## config.mk

```make
export PLATFORM = sky130hd
export DESIGN_NAME = cube_net_polar_map
export DESIGN_NICKNAME = d
export VERILOG_FILES = /design/src/rtl/core/cnpm_pkg.sv /design/src/rtl/core/cnpm_div_pipe.sv /design/src/rtl/core/cube_net_polar_map.sv
export SDC_FILE = /design/constraint.sdc
export NUM_CORES = 1
export LEC_CHECK = 0
export ABC_CLOCK_PERIOD_IN_PS = 27200
export BUFFER_PORTS_ARGS = -buffer_cell sky130_fd_sc_hd__buf_4
export CAP_MARGIN = 20
export CORE_MARGIN = 2
export CORE_UTILIZATION = 60
export DETAILED_ROUTE_END_ITERATION = 16
export GPL_ROUTABILITY_DRIVEN = 0
export GPL_TIMING_DRIVEN = 0
export PLACE_DENSITY = 0.77
export SYNTH_ARGS = -nofsm -noshare
export SYNTH_HDL_FRONTEND = slang
export SYNTH_HIERARCHICAL = 1
export SYNTH_SLANG_ARGS = --single-unit
```

## constraint.sdc

```tcl
create_clock -name clk -period 27.2 [get_ports clk]
set_clock_uncertainty 0.1 [all_clocks]
set_input_delay 1.36 -clock clk [delete_from_list [all_inputs] [get_ports clk]]
set_output_delay 1.36 -clock clk [all_outputs]
set_load 0.05 [all_outputs]
```

## src/rtl/core/cnpm_pkg.sv

```systemverilog
// Shared types and constants of the cube-net polar pixel map.
package cnpm_pkg;

    // Largest column count (four wall bands of block size) that a cube layout may use.
    localparam int unsigned MAX_COLUMN_CODE = 254;

    // Quotient bits produced by the division pipeline, one per stage.
    localparam int unsigned QUO_W = 8;

    // Configuration register indexes.
    localparam logic [2:0] REG_CUBE_MODE    = 3'd0;
    localparam logic [2:0] REG_BLOCK_SIZE   = 3'd1;
    localparam logic [2:0] REG_RIM_DEPTH    = 3'd2;
    localparam logic [2:0] REG_COLUMN_COUNT = 3'd3;
    localparam logic [2:0] REG_ROW_COUNT    = 3'd4;

    // How the angle column is formed from the first quotient.
    typedef enum logic [1:0] {
        COL_FIXED,
        COL_QUOT,
        COL_UP,
        COL_DOWN
    } col_sel_t;

    // Per-request control that travels alongside the divider operands.
    typedef struct packed {
        col_sel_t   col_sel;
        logic       dep_quot;
        logic [7:0] col_base;
        logic [7:0] dep_fixed;
        logic [5:0] limit;
        logic       gap;
    } side_t;

endpackage

```

## src/rtl/core/cnpm_div_pipe.sv

```systemverilog
// Two-lane pipelined restoring divider, one quotient bit per stage.
module cnpm_div_pipe (
    input  logic              clk,
    input  logic              rst_n,
    input  logic              in_valid,
    input  cnpm_pkg::side_t   in_side,
    input  logic [15:0]       in_num_a,
    input  logic [7:0]        in_den_a,
    input  logic [15:0]       in_num_b,
    input  logic [7:0]        in_den_b,
    output logic              out_valid,
    output cnpm_pkg::side_t   out_side,
    output logic [7:0]        out_quo_a,
    output logic [7:0]        out_quo_b
);
    import cnpm_pkg::*;

    // Numerator is below den*256, so the top byte is already a valid remainder.
    function automatic logic [15:0] div_step(input logic [15:0] w, input logic [7:0] d);
        logic [16:0] sh;
        logic [8:0]  top;
        logic [8:0]  diff;
        logic        qb;
        sh   = {w, 1'b0};
        top  = sh[16:8];
        qb   = (top >= {1'b0, d});
        diff = top - {1'b0, d};
        return {(qb ? diff[7:0] : top[7:0]), sh[7:1], qb};
    endfunction

    logic        v_reg [QUO_W];
    side_t       s_reg [QUO_W];
    logic [15:0] wa_reg [QUO_W];
    logic [15:0] wb_reg [QUO_W];
    logic [7:0]  da_reg [QUO_W];
    logic [7:0]  db_reg [QUO_W];

    logic [15:0] wa_next [QUO_W];
    logic [15:0] wb_next [QUO_W];

    always_comb
    begin
        wa_next[0] = div_step(in_num_a, in_den_a);
        wb_next[0] = div_step(in_num_b, in_den_b);
        for (int i = 1; i < QUO_W; i++)
        begin
            wa_next[i] = div_step(wa_reg[i-1], da_reg[i-1]);
            wb_next[i] = div_step(wb_reg[i-1], db_reg[i-1]);
        end
    end

    always_ff @(posedge clk or negedge rst_n)
    begin
        if (!rst_n)
        begin
            for (int i = 0; i < QUO_W; i++)
            begin
                v_reg[i] <= 1'b0;
            end
        end
        else
        begin
            v_reg[0] <= in_valid;
            for (int i = 1; i < QUO_W; i++)
            begin
                v_reg[i] <= v_reg[i-1];
            end
        end
    end

    always_ff @(posedge clk)
    begin
        s_reg[0]  <= in_side;
        da_reg[0] <= in_den_a;
        db_reg[0] <= in_den_b;
        wa_reg[0] <= wa_next[0];
        wb_reg[0] <= wb_next[0];
        for (int i = 1; i < QUO_W; i++)
        begin
            s_reg[i]  <= s_reg[i-1];
            da_reg[i] <= da_reg[i-1];
            db_reg[i] <= db_reg[i-1];
            wa_reg[i] <= wa_next[i];
            wb_reg[i] <= wb_next[i];
        end
    end

    assign out_valid = v_reg[QUO_W-1];
    assign out_side  = s_reg[QUO_W-1];
    assign out_quo_a = wa_reg[QUO_W-1][7:0];
    assign out_quo_b = wb_reg[QUO_W-1][7:0];

endmodule

```

## src/rtl/core/cube_net_polar_map.sv

```systemverilog
// Top level of the cube-net polar pixel map.
// Maps one LED matrix pixel per request to an angle column and a depth code,
// either as a flat bottom-up grid or as the net of an open cube (lid, four
// walls, gap corners). A request is taken on every clock at which start is
// high; busy is never raised. Each result appears on the result ports for one
// cycle with done high, in request order. A request passes through the input
// register, two decode stages, the 8-stage restoring divider (one quotient bit
// per stage) that serves the flat scaling and the lid edge interpolation, and
// the output register. Configuration writes take effect at once and must only
// be made while no request is in flight.
module cube_net_polar_map (
    input  logic       clk,
    input  logic       rst_n,
    input  logic       start,
    output logic       busy,
    input  logic [7:0] pixel_x,
    input  logic [7:0] pixel_y,
    output logic       done,
    output logic [7:0] angle_column,
    output logic [7:0] depth_code,
    output logic       is_gap,
    input  logic       cfg_write,
    input  logic [2:0] cfg_index,
    input  logic [7:0] cfg_data
);
    import cnpm_pkg::*;

    localparam logic [7:0] MAX_COL = 8'(MAX_COLUMN_CODE);

    // ---------------------------------------------------------------- config
    logic       cube_mode_reg;
    logic [5:0] block_size_reg;
    logic [5:0] rim_depth_reg;
    logic [7:0] column_count_reg;
    logic [7:0] row_count_reg;

    always_ff @(posedge clk or negedge rst_n)
    begin
        if (!rst_n)
        begin
            cube_mode_reg    <= 1'b1;
            block_size_reg   <= 6'd8;
            rim_depth_reg    <= 6'd4;
            column_count_reg <= 8'd24;
            row_count_reg    <= 8'd24;
        end
        else if (cfg_write)
        begin
            unique case (cfg_index)
                REG_CUBE_MODE:    cube_mode_reg    <= cfg_data[0];
                REG_BLOCK_SIZE:   block_size_reg   <= cfg_data[5:0];
                REG_RIM_DEPTH:    rim_depth_reg    <= cfg_data[5:0];
                REG_COLUMN_COUNT: column_count_reg <= cfg_data;
                REG_ROW_COUNT:    row_count_reg    <= cfg_data;
                default:          ;
            endcase
        end
    end

    // Derived configuration; the user must keep it static while requests are in flight, the block does not enforce it.
    logic [5:0] blk;
    logic [5:0] bm1;
    logic [6:0] b2;
    logic [7:0] b3;
    logic [7:0] b3m1;
    logic [7:0] b4m1;
    logic       cube_en;
    logic [7:0] cols_eff;
    logic [7:0] row_den;

    assign blk      = (block_size_reg == 6'd0) ? 6'd1 : block_size_reg;
    assign bm1      = blk - 6'd1;
    assign b2       = {blk, 1'b0};
    assign b3       = {1'b0, b2} + {2'b0, blk};
    assign b3m1     = b3 - 8'd1;
    assign b4m1     = {blk, 2'b0} - 8'd1;
    assign cube_en  = cube_mode_reg && ({blk, 2'b0} <= MAX_COL);
    assign cols_eff = (column_count_reg == 8'd0) ? 8'd1 : column_count_reg;
    assign row_den  = (row_count_reg > 8'd1) ? row_count_reg - 8'd1 : 8'd1;

    assign busy = 1'b0;

    // ------------------------------------------------------ stage 0: capture
    logic       s0_valid_reg;
    logic [7:0] s0_x_reg;
    logic [7:0] s0_y_reg;

    always_ff @(posedge clk or negedge rst_n)
    begin
        if (!rst_n)
            s0_valid_reg <= 1'b0;
        else
            s0_valid_reg <= start;
    end

    always_ff @(posedge clk)
    begin
        s0_x_reg <= pixel_x;
        s0_y_reg <= pixel_y;
    end

    // ------------------------------------------------- stage 1: tile decode
    // Tile index by compare against b, 2b, 3b; a code of 3 is off the net.
    function automatic logic [1:0] tile_of(input logic [7:0] v, input logic [5:0] b,
                                           input logic [6:0] b2v, input logic [7:0] b3v);
        logic [1:0] t;
        if (v < {2'b0, b})
            t = 2'd0;
        else if (v < {1'b0, b2v})
            t = 2'd1;
        else if (v < b3v)
            t = 2'd2;
        else
            t = 2'd3;
        return t;
    endfunction

    function automatic logic [5:0] local_of(input logic [7:0] v, input logic [1:0] t,
                                            input logic [5:0] b, input logic [6:0] b2v);
        logic [7:0] r;
        case (t)
            2'd0:    r = v;
            2'd1:    r = v - {2'b0, b};
            default: r = v - {1'b0, b2v};
        endcase
        return r[5:0];
    endfunction

    logic       s1_valid_reg;
    logic [1:0] s1_bx_reg, s1_by_reg;
    logic [5:0] s1_lx_reg, s1_ly_reg;
    logic [7:0] s1_x_reg;
    logic       s1_sat_reg;
    logic       s1_num_pos_reg;
    logic [7:0] s1_num_reg;

    logic [1:0] bx_next, by_next;
    logic [9:0] row_num;

    assign bx_next = tile_of(s0_x_reg, blk, b2, b3);
    assign by_next = tile_of(s0_y_reg, blk, b2, b3);
    assign row_num = {2'b0, row_count_reg} - 10'd1 - {2'b0, s0_y_reg};

    always_ff @(posedge clk or negedge rst_n)
    begin
        if (!rst_n)
            s1_valid_reg <= 1'b0;
        else
            s1_valid_reg <= s0_valid_reg;
    end

    always_ff @(posedge clk)
    begin
        s1_bx_reg      <= bx_next;
        s1_by_reg      <= by_next;
        s1_lx_reg      <= local_of(s0_x_reg, bx_next, blk, b2);
        s1_ly_reg      <= local_of(s0_y_reg, by_next, blk, b2);
        s1_x_reg       <= s0_x_reg;
        s1_sat_reg     <= (s0_x_reg >= cols_eff);
        s1_num_pos_reg <= !row_num[9] && (row_num != 10'd0);
        s1_num_reg     <= row_num[7:0];
    end

    // -------------------------------------- stage 2: operands and side band
    logic signed [7:0] ax, ay;
    logic [5:0]        aax, aay, rad, den_l;
    logic signed [7:0] tsel;
    logic [7:0]        tplus;
    logic [12:0]       lid_num;
    logic              gap_t, lid_t;

    side_t       side_next;
    logic [15:0] num_a, num_b;
    logic [7:0]  den_a, den_b;

    always_comb
    begin
        ax    = $signed({1'b0, s1_lx_reg, 1'b0}) - $signed({2'b0, bm1});
        ay    = $signed({1'b0, s1_ly_reg, 1'b0}) - $signed({2'b0, bm1});
        aax   = ax[7] ? 6'(-ax) : ax[5:0];
        aay   = ay[7] ? 6'(-ay) : ay[5:0];
        rad   = (aax > aay) ? aax : aay;
        den_l = rad;
        tsel  = (aay > aax) ? ax : ay;
        tplus = 8'(tsel + $signed({2'b0, den_l}));
        lid_num = tplus[6:0] * blk;

        gap_t = (s1_bx_reg == 2'd3) || (s1_by_reg == 2'd3)
                || ((s1_bx_reg != 2'd1) && (s1_by_reg != 2'd1));
        lid_t = (s1_bx_reg == 2'd1) && (s1_by_reg == 2'd1);

        side_next.col_sel   = COL_FIXED;
        side_next.dep_quot  = 1'b0;
        side_next.col_base  = 8'd0;
        side_next.dep_fixed = 8'd0;
        side_next.limit     = bm1;
        side_next.gap       = 1'b0;
        num_a = 16'd0;
        den_a = 8'd1;
        num_b = 16'd0;
        den_b = 8'd1;

        if (!cube_en)
        begin
            // Flat grid: x and y go through the divider, save x past the columns and y at or above the top row.
            if (s1_sat_reg)
                side_next.col_base = 8'd255;
            else
            begin
                side_next.col_sel = COL_QUOT;
                num_a = {s1_x_reg, 8'd0};
                den_a = cols_eff;
            end
            if (s1_num_pos_reg)
            begin
                side_next.dep_quot = 1'b1;
                num_b = {s1_num_reg, 8'd0} - {8'd0, s1_num_reg};
                den_b = row_den;
            end
        end
        else if (gap_t)
        begin
            side_next.col_base = 8'd255;
            side_next.gap      = 1'b1;
        end
        else if (lid_t)
        begin
            side_next.dep_fixed = {3'd0, rad[5:1]};
            if (rad == 6'd0)
                side_next.col_base = 8'd0;
            else if (aay != aax)
            begin
                num_a = {3'd0, lid_num};
                den_a = {1'b0, den_l, 1'b0};
                if (aay > aax)
                begin
                    side_next.col_sel  = ay[7] ? COL_UP : COL_DOWN;
                    side_next.col_base = ay[7] ? 8'd0 : b3m1;
                end
                else
                begin
                    side_next.col_sel  = (!ax[7] && ax != 8'sd0) ? COL_UP : COL_DOWN;
                    side_next.col_base = (!ax[7] && ax != 8'sd0) ? {2'b0, blk} : b4m1;
                end
            end
            else if (ay[7])
                side_next.col_base = ax[7] ? 8'd0 : {2'b0, blk};
            else
                side_next.col_base = (!ax[7] && ax != 8'sd0) ? {1'b0, b2} : b3;
        end
        else
        begin
            // Walls: top, right, bottom, left bands of the ring.
            if (s1_by_reg == 2'd0)
            begin
                side_next.col_base  = {2'b0, s1_lx_reg};
                side_next.dep_fixed = {2'b0, rim_depth_reg} + {2'b0, bm1 - s1_ly_reg};
            end
            else if (s1_bx_reg == 2'd2)
            begin
                side_next.col_base  = {2'b0, blk} + {2'b0, s1_ly_reg};
                side_next.dep_fixed = {2'b0, rim_depth_reg} + {2'b0, s1_lx_reg};
            end
            else if (s1_by_reg == 2'd2)
            begin
                side_next.col_base  = b3m1 - {2'b0, s1_lx_reg};
                side_next.dep_fixed = {2'b0, rim_depth_reg} + {2'b0, s1_ly_reg};
            end
            else
            begin
                side_next.col_base  = b4m1 - {2'b0, s1_ly_reg};
                side_next.dep_fixed = {2'b0, rim_depth_reg} + {2'b0, bm1 - s1_lx_reg};
            end
        end
    end

    logic        s2_valid_reg;
    side_t       s2_side_reg;
    logic [15:0] s2_num_a_reg, s2_num_b_reg;
    logic [7:0]  s2_den_a_reg, s2_den_b_reg;

    always_ff @(posedge clk or negedge rst_n)
    begin
        if (!rst_n)
            s2_valid_reg <= 1'b0;
        else
            s2_valid_reg <= s1_valid_reg;
    end

    always_ff @(posedge clk)
    begin
        s2_side_reg  <= side_next;
        s2_num_a_reg <= num_a;
        s2_den_a_reg <= den_a;
        s2_num_b_reg <= num_b;
        s2_den_b_reg <= den_b;
    end

    // -------------------------------------------------------- divide stages
    logic       dv_valid;
    side_t      dv_side;
    logic [7:0] dv_quo_a, dv_quo_b;

    cnpm_div_pipe u_div (
        .clk       (clk),
        .rst_n     (rst_n),
        .in_valid  (s2_valid_reg),
        .in_side   (s2_side_reg),
        .in_num_a  (s2_num_a_reg),
        .in_den_a  (s2_den_a_reg),
        .in_num_b  (s2_num_b_reg),
        .in_den_b  (s2_den_b_reg),
        .out_valid (dv_valid),
        .out_side  (dv_side),
        .out_quo_a (dv_quo_a),
        .out_quo_b (dv_quo_b)
    );

    // ---------------------------------------------------- output assembly
    // Clamp the lid edge index to the last pixel of the side, then place it.
    logic [5:0] edge_k;
    logic [7:0] col_next;
    logic [7:0] dep_next;

    always_comb
    begin
        edge_k = (dv_quo_a > {2'b0, dv_side.limit}) ? dv_side.limit : dv_quo_a[5:0];
        case (dv_side.col_sel)
            COL_QUOT: col_next = dv_quo_a;
            COL_UP:   col_next = dv_side.col_base + {2'b0, edge_k};
            COL_DOWN: col_next = dv_side.col_base - {2'b0, edge_k};
            default:  col_next = dv_side.col_base;
        endcase
        dep_next = dv_side.dep_quot ? dv_quo_b : dv_side.dep_fixed;
    end

    logic       done_reg;
    logic [7:0] angle_column_reg;
    logic [7:0] depth_code_reg;
    logic       is_gap_reg;

    always_ff @(posedge clk or negedge rst_n)
    begin
        if (!rst_n)
            done_reg <= 1'b0;
        else
            done_reg <= dv_valid;
    end

    always_ff @(posedge clk)
    begin
        angle_column_reg <= col_next;
        depth_code_reg   <= dep_next;
        is_gap_reg       <= dv_side.gap;
    end

    assign done         = done_reg;
    assign angle_column = angle_column_reg;
    assign depth_code   = depth_code_reg;
    assign is_gap       = is_gap_reg;

`ifndef SYNTHESIS
    // Gap results carry the fixed gap codes.
    a_gap_col: assert property (@(posedge clk) disable iff (!rst_n)
        done && is_gap |-> angle_column == 8'd255)
        else $error("gap result without gap column");

    a_gap_dep: assert property (@(posedge clk) disable iff (!rst_n)
        done && is_gap |-> depth_code == 8'd0)
        else $error("gap result with non-zero depth");

    // Every result has a matching request that entered the divider.
    a_latency: assert property (@(posedge clk) disable iff (!rst_n)
        done |-> $past(s2_valid_reg, 9))
        else $error("result without matching request");
`endif

endmodule
```

==> flow_summary.yaml <==
floorplanning:
  core-area_um2: 52600
  die_h_um: 235
  start_util_pct: 60.7
  dieArea_um2: 55100
  rows: 84
  fp.dieW_um: 235
  boundaryPins: 50
setup_path:
  worstPathArrival_ps: 13880
  cp.required_ps: 27570
  crit_top_cell: "inv_1"
  reg2reg_slack_ps: 13690
  crit_path_start_kind: "flip-flop"
  slowest_delay_ps: 880
  critPathMaxFanout: 14
  cpMaxStageDelayCell: "clkbuf_1"
  critPathTopFamily: "compound AO/OA/AOI/OAI gates"
  endpoint_kind: "flip-flop"
  path_class: "flip-flop to flip-flop"
  cp_num_buf_inv: 13
sta:
  tns_ps: 0
  fin_ws_ps: 13690
  setup_violations: 0
  timing.fmax_ghz: 0.0740
  slew_violations: 0
  timing.hold.ws_ps: 219
  layout_min_cycle_time_ps: 13510
  hold_viol: 0
  tightest_slew_ps: 1120
  post-route-period-util_pct: 49.7
  slew_headroom_pct: 25.1
  grt_setup_unrepaired: "false"
clock_network:
  hold_buffers: 0
  clkSinkCount: 741
  clk_pin_slew_ps: 60
  cts_setup_buffers: 0
  clk_latency_ps: 620
  cts_tree: "yes"
  clockBufferDepth: 3
  htreeDepth: 3
  cts_resized: 0
  cts_root_buf: "clkbuf_16"
  cts_buffers: 71
detailed_routing:
  antenna_left: 0
  drc_errors: 0
  wl_per_cell_um: 17.0
  vias: 22000
  routed_wl_um: 66600
  drt_iter0_markers: 1511
  via_per_inst: 5.62
  dr.pass1.iters: 7
yosys:
  synth_edf_count: 0
  synth.distinct_cells: 97
  ys_warn_count: 6
  synthCells: 3042
  yosysTopAreaCell: "dfxtp_1"
  ys_top_cells_by_area: "dfxtp_1 44%, ha_1 11%, mux2_2 4.0%, inv_1 3.7%, fa_1 2.9%"
  yosysTopAreaCellShare_pct: 43.9
  syn-cell-area_um2: 31900
  synth-seq-cells: 741
  synthFlopType: "dfxtp_1"
  ys_seq_area_share_pct: 47.1
  async_reset_ff_share_pct: 5.53
  syn_avg_cell_area_um2: 10.5
finish:
  drive_above_1_share_pct: 13.0
  synthToLayoutAreaGrowth_pct: 11.7
  diodes: 0
  largest_register_ffs: 208
  layout.nets: 3529
  utilization_pct: 67.8
worst_hold_path:
  min_path_type: "flip-flop to flip-flop"
grt:
  grt_first_pass_wirelength_um: 110000
  antenna_found_initial: 0
  grt_usage_pct: 24.1
  grt_start_max_net_pins: 42
  first_global_vias: 22600
  grt-ovfl-total: 0
place:
  hpwl_um: 48800
  io_buffers: 48
  place_ws_ps: 14350
status:
  outcome: "complete, no violations"
run:
  cap_violations: 0
## layer usage
layer  global-route usage, %  share of wire, %
met4                    12.5               5.0
met5                       0                 0
met2                    41.5                48
met1                    28.3                41
met3                    4.85               6.1
## area by class of cell
cell class              count  area (µm²)
fillers                  3827       16900
flip-flops and latches    741       15000
multi-input cells        1873       15000
clock buffers             100        2060
inverters                 323        1210
well taps                 688         861
plain buffers             106         632
repair buffers             53         408
clock inverters            30         394
## layout by cell type, fill, tap and decap left out, drive strengths merged, types with 17 or more instances in the layout
| cell type | instances |
|---|---|
| dfxtp | 700 |
| inv | 333 |
| ha | 282 |
| nor2 | 174 |
| a21oi | 160 |
| clkbuf | 145 |
| nand2 | 115 |
| buf | 114 |
| mux2 | 113 |
| o21ai | 107 |
| xnor2 | 105 |
| a21o | 84 |
| nor3 | 72 |
| mux2i | 54 |
| fa | 47 |
| xor2 | 45 |
| nand2b | 45 |
| a211oi | 43 |
| nand3 | 41 |
| nor2b | 37 |
| dfrtp | 34 |
| o21a | 33 |
| a211o | 31 |
| o21bai | 20 |
| and2 | 18 |
| nor4 | 17 |
## stage by stage
| step | instance area [µm²] | std cells |
|---|---|---|
| 6_report | 35600 | 3914 |
| 3_5_place_dp | 33200 | 3783 |
| 3_3_place_gp | 33100 | 3779 |
| 5_1_grt | 35600 | 3914 |
| 2_1_floorplan | 31900 | 3043 |
| 4_1_cts | 35600 | 3913 |
## cell usage after synthesis (17+ instances only)
cell and n:
nand3_1 41, o21bai_1 20, nor2b_1 37, o21a_1 33, buf_4 56, inv_1 318, a21oi_1 158, fa_1 47
xor2_1 45, mux2i_1 54, nor3_1 71, clkbuf_1 35, dfrtp_1 34, a211o_1 29, xnor2_1 104, mux2_2 113
nand2b_1 45, a21o_1 84, o21ai_0 92, dfxtp_1 700, nor4_1 17, a211oi_1 30, nor2_1 173, nand2_1 114
and2_1 17, ha_1 282
## logic make-up (layout without fill, tap and decap cells)
family,Yosys count,count (layout),synth area share (%)
mux,167,167,5.68
buf+inv,429,612,5.78
fa+ha+maj,330,330,14.0
simple gates,583,583,8.92
other cells,1,2,0.0117
flops,741,741,47.1
xor+xnor,150,150,4.14
compound gates,641,641,14.3
## worst reg2reg max path: cells and delay by family (launching register included)
family | cells | cell delay, ps
xor+xnor | 4 | 1600
flops | 1 | 580
fa+ha+maj | 8 | 3020
simple gates | 9 | 1220
compound gates | 15 | 4010
buf+inv | 13 | 2800
## final timing paths
path / endpoint / cells past startpoint / startpoint
min in group asynchronous: u_div/v_reg[6] / 1 / rst_n
min reg2reg: u_div/s_reg[1][46] / 0 / u_div/s_reg[1][20]
min: u_div/s_reg[1][46] / 0 / u_div/s_reg[1][20]
max: s2_num_a_reg[12] / 49 / block_size_reg[1]
max reg2reg: s2_num_a_reg[12] / 49 / block_size_reg[1]
max in group asynchronous: row_count_reg[5] / 1 / rst_n
Power is not shown: default switching activity piles up to over one toggle a cycle in this logic, so the estimate is an artifact.
